--- config.mk ---
export PLATFORM = sky130hd
export DESIGN_NAME = path_string_guid_hash_unit
export DESIGN_NICKNAME = d
export VERILOG_FILES = /design/src/sv/psgh_pkg.sv /design/src/sv/psgh_fold.sv /design/src/sv/psgh_accum.sv /design/src/sv/path_string_guid_hash_unit.sv
export SDC_FILE = /design/constraint.sdc
export NUM_CORES = 2
export LEC_CHECK = 0
export BUFFER_PORTS_ARGS = -buffer_cell sky130_fd_sc_hd__buf_2
export CAP_MARGIN = 15
export CORE_MARGIN = 3
export CORE_UTILIZATION = 60
export DETAILED_ROUTE_END_ITERATION = 6
export PLACE_DENSITY = 0.87
export SLEW_MARGIN = 20
export SYNTH_ARGS = -nofsm -noshare
export SYNTH_HDL_FRONTEND = slang
export SYNTH_SLANG_ARGS = --single-unit
--- constraint.sdc ---
create_clock -name clk -period 16.95 [get_ports clk]
set_input_delay 0.8475 -clock clk [delete_from_list [all_inputs] [get_ports clk]]
set_output_delay 0.8475 -clock clk [all_outputs]
set_load 0.02 [all_outputs]
--- src/sv/psgh_pkg.sv ---
// Shared constants, types and helper functions for the path string guid hash unit.
package psgh_pkg;

	localparam int unsigned WordWidth  = 32;
	localparam int unsigned HashWidth  = 64;
	localparam int unsigned TermWidth  = 40;
	localparam int unsigned WcntWidth  = 30;

	localparam logic [31:0] BslashPat  = 32'h5C5C5C5C;
	localparam logic [31:0] ByteOnes   = 32'h01010101;
	localparam logic [31:0] CaseMask   = 32'hDFDFDFDF;
	localparam logic [31:0] ByteHigh   = 32'h80808080;
	localparam logic [31:0] BslashStep = 32'd45;

	localparam logic [63:0] HashK1     = 64'h00000FB8C4D96501;
	localparam logic [63:0] HashKm     = 64'h000000000633D5F1;
	localparam logic [63:0] HashK2     = 64'h00AE502812AA7333;

	// Per-word step of the scaled count, and the correction when the count wraps.
	localparam logic [63:0] K2Word     = HashK2 << 2;
	localparam logic [63:0] K2Wrap     = HashK2 << 32;

	// One folded word on its way from the front stage to the accumulator.
	typedef struct packed {
		logic                 term;
		logic [1:0]           tail;
		logic [TermWidth-1:0] term_val;
	} psgh_word_t;

	// Multiples of the count constant for the bytes before the terminator.
	function automatic logic [63:0] k2_times(input logic [1:0] k);
		logic [63:0] r;
		begin
			case (k)
				2'd0:    r = 64'h0;
				2'd1:    r = HashK2;
				2'd2:    r = HashK2 << 1;
				2'd3:    r = (HashK2 << 1) + HashK2;
				default: r = 64'h0;
			endcase
			return r;
		end
	endfunction

endpackage

--- src/sv/psgh_fold.sv ---
// Front stage: input register, character folding, terminator search and the K1 product.
module psgh_fold import psgh_pkg::*; (
	input  logic                 clk,
	input  logic                 arst_n,
	input  logic                 in_valid,
	output logic                 in_ready,
	input  logic [WordWidth-1:0] text_word,
	output logic                 word_valid,
	output psgh_word_t           word_data,
	input  logic                 word_take
);

	logic                 valid_s1;
	logic [WordWidth-1:0] word_s1;
	logic                 valid_s2;
	psgh_word_t           data_s2;
	logic                 adv_s1;

	logic [31:0] x;
	logic [31:0] flags;
	logic [31:0] folded;
	logic [31:0] z;
	logic [31:0] low;
	logic [31:0] keep;
	logic [31:0] sel;
	logic [63:0] prod;
	logic [1:0]  tail;

	// The first stage moves on when the second is empty or being drained.
	assign adv_s1   = valid_s1 && (!valid_s2 || word_take);
	assign in_ready = !valid_s1 || adv_s1;

	always_ff @(posedge clk or negedge arst_n) begin
		if (!arst_n) begin
			valid_s1 <= 1'b0;
		end else if (in_ready) begin
			valid_s1 <= in_valid;
		end
	end

	always_ff @(posedge clk) begin
		if (in_ready && in_valid) begin
			word_s1 <= text_word;
		end
	end

	// Backslash to slash, then case fold.
	always_comb begin
		x      = word_s1 ^ BslashPat;
		flags  = ((~x) >> 7) & ((x - ByteOnes) >> 7) & ByteOnes;
		folded = (word_s1 - 32'(flags * BslashStep)) & CaseMask;
	end

	// Terminator search: the lowest flagged byte ends the string.
	always_comb begin
		z    = (~word_s1) & (word_s1 - ByteOnes) & ByteHigh;
		low  = z & (32'h0 - z);
		keep = low - 32'h1;
		if (z[7]) begin
			tail = 2'd0;
		end else if (z[15]) begin
			tail = 2'd1;
		end else if (z[23]) begin
			tail = 2'd2;
		end else begin
			tail = 2'd3;
		end
	end

	// Scaled word term, truncated to 64 bits and shifted down by 24.
	always_comb begin
		sel  = (z != 32'h0) ? (folded & keep) : folded;
		prod = HashK1 * {32'h0, sel};
	end

	always_ff @(posedge clk or negedge arst_n) begin
		if (!arst_n) begin
			valid_s2 <= 1'b0;
		end else if (!valid_s2 || word_take) begin
			valid_s2 <= adv_s1;
		end
	end

	always_ff @(posedge clk) begin
		if (adv_s1) begin
			data_s2.term     <= (z != 32'h0);
			data_s2.tail     <= tail;
			data_s2.term_val <= prod[63:24];
		end
	end

	assign word_valid = valid_s2;
	assign word_data  = data_s2;

endmodule

--- src/sv/psgh_accum.sv ---
// Hash accumulator: running hash, scaled byte count and the guid result register.
module psgh_accum import psgh_pkg::*; (
	input  logic                 clk,
	input  logic                 arst_n,
	input  logic                 word_valid,
	input  psgh_word_t           word_data,
	output logic                 word_take,
	output logic                 out_valid,
	input  logic                 out_ready,
	output logic [HashWidth-1:0] guid
);

	logic [HashWidth-1:0] hash_q;
	logic [WcntWidth-1:0] wcnt_q;
	logic [63:0]          kcnt_q;
	logic                 out_valid_q;
	logic [HashWidth-1:0] guid_q;

	logic                 out_free;
	logic [63:0]          mix;
	logic [63:0]          sum;
	logic [63:0]          kcnt_next;
	logic [63:0]          guid_next;

	// A terminator beat needs the result register; other beats never wait.
	assign out_free  = !out_valid_q || out_ready;
	assign word_take = word_valid && (!word_data.term || out_free);

	// The count is kept pre-multiplied by K2, so the count term of the guid needs no multiplier.
	always_comb begin
		mix       = HashKm * hash_q;
		sum       = mix + {24'h0, word_data.term_val};
		kcnt_next = kcnt_q + K2Word - ((&wcnt_q) ? K2Wrap : 64'h0);
		guid_next = sum - (kcnt_q + k2_times(word_data.tail));
	end

	always_ff @(posedge clk or negedge arst_n) begin
		if (!arst_n) begin
			hash_q <= '0;
			wcnt_q <= '0;
			kcnt_q <= '0;
		end else if (word_take) begin
			if (word_data.term) begin
				hash_q <= '0;
				wcnt_q <= '0;
				kcnt_q <= '0;
			end else begin
				hash_q <= sum ^ (sum >> 61);
				wcnt_q <= wcnt_q + WcntWidth'(1);
				kcnt_q <= kcnt_next;
			end
		end
	end

	always_ff @(posedge clk or negedge arst_n) begin
		if (!arst_n) begin
			out_valid_q <= 1'b0;
		end else if (word_take && word_data.term) begin
			out_valid_q <= 1'b1;
		end else if (out_ready) begin
			out_valid_q <= 1'b0;
		end
	end

	always_ff @(posedge clk) begin
		if (word_take && word_data.term) begin
			guid_q <= guid_next;
		end
	end

	assign out_valid = out_valid_q;
	assign guid      = guid_q;

endmodule

--- src/sv/path_string_guid_hash_unit.sv ---
// Path: a terminator word passes the input register and the second-stage register, then sets out_valid.
// Throughput: one word beat per cycle; a waiting guid stalls the next terminator and the words behind it.
// Words without a terminator flow on while a guid waits in the result register.
// The accumulator's hash multiply and add close the loop through hash_q that sets the rate.
// Reset is asynchronous and active low; it clears the hash, the count and all valid flags.
module path_string_guid_hash_unit import psgh_pkg::*; (
	input  logic                 clk,
	input  logic                 arst_n,
	input  logic                 in_valid,
	output logic                 in_ready,
	input  logic [WordWidth-1:0] text_word,
	output logic                 out_valid,
	input  logic                 out_ready,
	output logic [HashWidth-1:0] guid
);

	logic       word_valid;
	psgh_word_t word_data;
	logic       word_take;

	// Folding and product stage.
	psgh_fold u_fold (
		.clk        (clk),
		.arst_n     (arst_n),
		.in_valid   (in_valid),
		.in_ready   (in_ready),
		.text_word  (text_word),
		.word_valid (word_valid),
		.word_data  (word_data),
		.word_take  (word_take)
	);

	// Hash update and result register.
	psgh_accum u_accum (
		.clk        (clk),
		.arst_n     (arst_n),
		.word_valid (word_valid),
		.word_data  (word_data),
		.word_take  (word_take),
		.out_valid  (out_valid),
		.out_ready  (out_ready),
		.guid       (guid)
	);

endmodule

# ---- Yosys cells after proc, flatten, opt, wreduce, memory -nomap -nowiden
# Cells that the tools add are included.
dict set report word_totals {
  regBits 300
  output_inout_bits 66
  word_cells 64
}
dict set report classes {
  n_eq_ne 3
  multipliers 3
  addsub 11
  n_mux 10
  bitwise_logic 8
  reduce_logical 17
}
# op count
set ops {}
lappend ops {{one-hot mux 64 bit (4 select lines)} 1}
lappend ops {{two-way mux 64 bit} 2}
lappend ops {{subtractor 64 bit} 2}
lappend ops {{AND 32 bit} 3}
lappend ops {{adder 64 x 40 -> 64 bit} 1}
lappend ops {{adder 64 x 58 -> 64 bit (second input constant)} 1}
lappend ops {{adder 64 bit} 1}
lappend ops {{multiplier 27 x 64 -> 64 bit (first input constant)} 1}
lappend ops {{multiplier 44 x 32 -> 64 bit (first input constant)} 1}
lappend ops {{NOT 32 bit} 2}
lappend ops {{subtractor 32 x 25 -> 32 bit (second input constant)} 2}
lappend ops {{bitwise XOR 64 x 3 -> 64 bit} 1}
lappend ops {{two-way mux 61 bit} 1}
lappend ops {{two-way mux 32 bit} 1}
lappend ops {{nonzero test 32 bit} 1}
lappend ops {{subtractor 1 x 32 -> 32 bit (first input constant)} 1}
lappend ops {{subtractor 32 x 1 -> 32 bit (second input constant)} 1}
lappend ops {{subtractor 32 bit} 1}
lappend ops {{multiplier 25 x 6 -> 31 bit (second input constant)} 1}
lappend ops {{adder 30 x 1 -> 30 bit (second input constant)} 1}
lappend ops {{two-way mux 30 bit} 1}
lappend ops {{AND reduction 30 bit} 1}
lappend ops {{AND 25 bit} 1}
lappend ops {{NOT 16 bit} 1}
lappend ops {{other kinds (9)} 22}

# ---- Longest topological paths before layout
dict set report logic_depth {
  ltp_word 8
  ltp_mapped 43
  ltp_nobuf 43
}

# ---- By module
# Synthesis repeated with hierarchy kept, for this count alone.
dict set report unflattened {
  hier_cells 6224
  hier_area_um2 61331.3
}
# module area_per_inst_um2 cells_per_inst n_inst seq_area_each_um2
set modules_own_cells {}
lappend modules_own_cells {psgh_accum 41299.6 4292 1 5850.6}
lappend modules_own_cells {psgh_fold 20031.7 1932 1 2302.2}

# ---- Worst setup path after synthesis
# OpenSTA, ideal clock, no wires.
dict set report synth_path {
  kind {flip-flop to flip-flop}
  from {reg u_fold.word_s1[1]}
  to {reg u_fold.data_s2 (netlist bit u_fold.word_data[38]), data pin}
  setup_slack_ps 6792
  setup_time_ps 259
  path_stages_with_launch 42
  arrival_time_ps 9898
  path_cell_list {edfxtp_1 > or3_1 > nor2_1 > nand2_1 > a211o_1 > a211o_1 > ha_1 > or2_2 > or4_1 > o21ai_0 > o31a_1 > a211oi_1 > a221o_1 > xor2_1 > nor2_1 > inv_1 > ha_1 > inv_1 > [... 6 more ...] > fa_1 > fa_1 > inv_1 > fa_1 > inv_1 > ha_1 > a21o_1 > a21o_1 > a21oi_1 > nor2b_1 > o21ai_0 > nand2b_1 > a21oi_1 > o31ai_4 > a31oi_2 > o21ai_0 > a41oi_1 > xnor2_1}
}
dict set report synth_via {
  elab_chain_len 8
}
# element line_no
set synth_rtl {}
lappend synth_rtl {{start, declared} psgh_fold.sv:14} ;# logic [WordWidth-1:0] word_s1;
lappend synth_rtl {{start signal, assigned} psgh_fold.sv:43} ;# word_s1 <= text_word;
lappend synth_rtl {{parallel branches: the longest is 6 deep, another holds subtractor 32 x 25 -> 32 bit} n/a}
lappend synth_rtl {{two-way mux 32 bit (*)} psgh_fold.sv:72} ;# sel = (z != 32'h0) ? (folded & keep) : folded;
lappend synth_rtl {{multiplier 44 x 32 -> 64 bit (*)} psgh_fold.sv:73} ;# prod = HashK1 * {32'h0, sel};
lappend synth_rtl {{named net u_fold.prod[62]} psgh_fold.sv:26} ;# logic [63:0] prod;
lappend synth_rtl {{end, declared} psgh_fold.sv:16} ;# psgh_word_t data_s2;
# Mark *: on every way through the listed nets, which the timed path passes.
# A chain may end at the register's enable or synchronous reset.

# ---- Worst setup path after layout
dict set report layout_path {
  from {reg u_accum.hash_q[5]}
  to {reg u_accum.guid_q[61], in the netlist u_accum.guid[61], data pin}
}
dict set report layout_via {
  elab_chain_len 3
}
# element line_no
set layout_rtl {}
lappend layout_rtl {{start, declared} psgh_accum.sv:13} ;# logic [HashWidth-1:0] hash_q;
lappend layout_rtl {{start signal, assigned} psgh_accum.sv:48} ;# hash_q <= sum ^ (sum >> 61);
lappend layout_rtl {{multiplier 27 x 64 -> 64 bit} psgh_accum.sv:31} ;# mix = HashKm * hash_q;
lappend layout_rtl {{adder 64 x 40 -> 64 bit} psgh_accum.sv:32} ;# sum = mix + {24'h0, word_data.term_val};
lappend layout_rtl {{subtractor 64 bit} psgh_accum.sv:34} ;# guid_next = sum - (kcnt_q + k2_times(word_data.tail));
lappend layout_rtl {{named net u_accum.guid_next[61]} psgh_accum.sv:23} ;# logic [63:0] guid_next;
lappend layout_rtl {{end signal, assigned} psgh_accum.sv:67} ;# guid_q <= guid_next;
lappend layout_rtl {{end, declared} psgh_accum.sv:17} ;# logic [HashWidth-1:0] guid_q;
# The timed path passes the listed nets, and every way through them passes these cells.

==> qor.yml <==
cts:
  cts_resized: 0
  clockRootBuffer: "clkbuf_16"
  cts_tree: "yes"
  clk_latency_ps: 620
  clock_path_buffers: 3
  cts_max_level: 2
  cts_buffers: 37
  ctsHoldBuffers: 0
  path_clk_slew_ps: 60
  clock_sinks: 298
  postCtsSetupRepairBufs: 0
global_route:
  grt_antenna_before_repair: 3
  grt_pass1_vias: 47700
  grt_max_degree: 93
  grt.total_usage_pct: 32.5
  grt.overflow.total: 0
  grt_pass1_wl_um: 267000
timing:
  worst_clock_skew_ps: 46.6
  min_period_ps: 11420
  max_slew_margin_pct: 27.5
  finalSetupViolations: 0
  fmax_mhz: 87.5
  drv_slew: 0
  rsz0062_at_grt: "false"
  fin_crit_sh_pct: 67.4
  tightest_slew_ps: 1090
  hold_viol: 0
  fin_tns_setup_ps: 0
cells_and_area:
  multi_input_area_mm2: 0.0456
  n_fill_cell: 7856
  nNetsFinal: 8364
  finalNonFillerCells: 7694
  drive_above_1_share_pct: 4.15
  syn2layout_area_growth_pct: 5.71
  design_area_mm2: 0.0646
  regArea_mm2: 0.00815
synth:
  async_reset_ff_share_pct: 53.4
  synth_cell_type_count: 90
  post_synth_and_or_nand_nor_area_fraction_pct: 5.94
  ys_warn_count: 0
  muxShareOfSynthArea_pct: 0.0983
  avgSynthCellArea_um2: 9.82
  yosys.area.top_type: "fa_1"
  synth_xor_area_share_pct: 4.27
  synth_top_family_by_area: "adder cells"
  seq_area_frac_synth_pct: 13.4
  synth_top_area_share_pct: 35.0
  synth_edf_count: 139
  yosys-top-cells-area: "fa_1 (35%), ha_1 (20%), inv_1 (12%)"
  synthCells: 6219
  synth_seq_cells: 298
  synth_area_mm2: 0.0611
  synth_adder_area_share_pct: 54.5
  synth-main-ff-cell: "dfrtp_1"
  synth_compound_area_share_pct: 9.69
  syn-num-nets: 8276
critical_path:
  cp_slowest_stage_delay_ps: 770
  cp_common_cell: "fa_1"
  worstPathArrival_ps: 11780
  cp-end-kind: "register"
  setup.worst_path.start_class: "register"
  path_class: "register to register"
  critPathMaxFanout: 12
  worstPathRequired_ps: 17300
  r2r_setup_slack_ps: 5530
  crit_slowest_cell: "dfrtp_1"
drt:
  dr.pass1.iters: 6
  drt-total-wl_um: 168000
  vias: 43800
  drtAntennaViolNets: 0
  routed_via_density: 5.69
  drc: 0
  detail_route.wl_per_cell_um: 21.8
  drt_iter0_markers: 3138
placed_design:
  place_inst: 7625
  io_buffer_count: 101
  place_hpwl_um: 143000
  place.gp.congestion: 1.01
  dpl_cell_area_mm2: 0.0632
floorplan:
  core_mm2: 0.101
  rows: 116
  start_util_pct: 60.7
  die-area_mm2: 0.106
  die_y_um: 325
  ios: 102
  die_w_um: 325
outcome:
  outcome: "finished, final reports clean"
worst_hold_path:
  min_path_type: "primary input to async pin"
flow_run:
  maxCapViolCount: 0
path summary, 6_finish.rpt:
check	startpoint	end	cells after the start
max	u_accum.hash_q[5]$_DFFE_PN0P_	u_accum.guid[61]$_DFFE_PP_	35
min	arst_n	u_accum.wcnt_q[2]$_DFFE_PN0P_	1
max reg2reg	u_accum.hash_q[5]$_DFFE_PN0P_	u_accum.guid[61]$_DFFE_PP_	35
min reg2reg	u_fold.valid_s1$_DFFE_PN0N_	u_fold.word_valid$_DFFE_PN0P_	1
max in group asynchronous	arst_n	u_accum.hash_q[38]$_DFFE_PN0P_	2
min in group clk	text_word[5]	u_fold.word_s1[5]$_DFFE_PP_	1
cells in the final DEF, fill, tap and decap left out, types with 7 or more instances in the layout:
cell type / count
a21o_1: 144
inv_1: 1883
and2_1: 23
a211o_1: 13
o31ai_1: 21
dfrtp_1: 159
ha_1: 952
a41oi_1: 10
o21ai_0: 174
nand2b_1: 41
clkbuf_16: 37
a21oi_1: 232
or3_1: 21
xor2_1: 100
buf_2: 100
a22o_1: 7
fa_1: 1069
nand3b_1: 7
buf_4: 32
a211oi_1: 15
o21bai_1: 35
edfxtp_1: 139
o21ai_1: 18
a31oi_1: 25
nand4_1: 44
nor3_1: 35
and3_1: 26
xnor2_1: 190
o31a_1: 8
nand3_1: 59
o22ai_1: 64
nor2_1: 172
nand2_1: 191
o211ai_1: 13
nor2b_1: 47
clkinv_2: 8
o21a_1: 34
or2_2: 23
final cells by class:
cell class | count | area share (%)
Multi-Input combinational cell | 3954 | 70.6
Timing Repair Buffer | 133 | 1.16
Antenna cell | 1 | 0.00388
Clock buffer | 41 | 1.47
Sequential cell | 298 | 12.6
Inverter | 1883 | 10.9
Tap cell | 1357 | 2.63
Clock inverter | 27 | 0.587
Yosys cell counts, drive strengths merged, types with 27 or more instances:
| cell type | n |
|---|---|
| edfxtp | 139 |
| nor3 | 36 |
| nand4 | 44 |
| nand3 | 59 |
| inv | 1883 |
| and3 | 27 |
| xor2 | 100 |
| o21bai | 36 |
| nor2b | 47 |
| a21oi | 235 |
| xnor2 | 190 |
| clkbuf | 79 |
| ha | 952 |
| a21o | 144 |
| nand2 | 192 |
| fa | 1069 |
| nand2b | 42 |
| o22ai | 64 |
| a31oi | 29 |
| o21ai | 194 |
| o21a | 34 |
| dfrtp | 159 |
| nor2 | 174 |
state kept, by name (all words and copies together) (netlist names):
name,count
u_fold.valid_s1,1
u_fold.word_valid,1
u_accum.guid,64
u_accum.hash_q,64
u_fold.word_s1,32
u_accum.out_valid,1
u_fold.word_data,43
u_accum.wcnt_q,30
u_accum.kcnt_q,62
through the flow:
step	hold WS, ps	setup slack (ps)	utilization, %
global route	393	4880	64.2
CTS	387	5710	64.2
finish	352	5530	64.2
global placement	457	6000	62.9
floorplan	449	6790	-
detailed placement	493	5730	62.9
routing by layer:
metal,part of all wire (%),wire (um),global-route usage [%]
met5,0.0066,11,0
met4,6.6,11000,17.2
met3,6.7,11300,5.39
met2,49,81800,55.8
met1,38,63500,39.5
worst max-delay path: cells and delay by family, from the launching register on:
family / cells / cell delay (ps)
xor+xnor: 2 / 560
buf+inv: 3 / 160
compound gates: 19 / 5000
flops: 1 / 770
simple gates: 1 / 90
fa+ha+maj: 10 / 4590
logic make-up after synthesis:
logic type | Yosys count
mux | 6
other cells | 1
buf+inv | 1967
flops | 298
simple gates | 733
compound gates | 900
xor+xnor | 293
fa+ha+maj | 2021
Power is left out: the tool's default activity adds up to more than one toggle a clock period on the data nets, which glitch-free logic cannot reach.
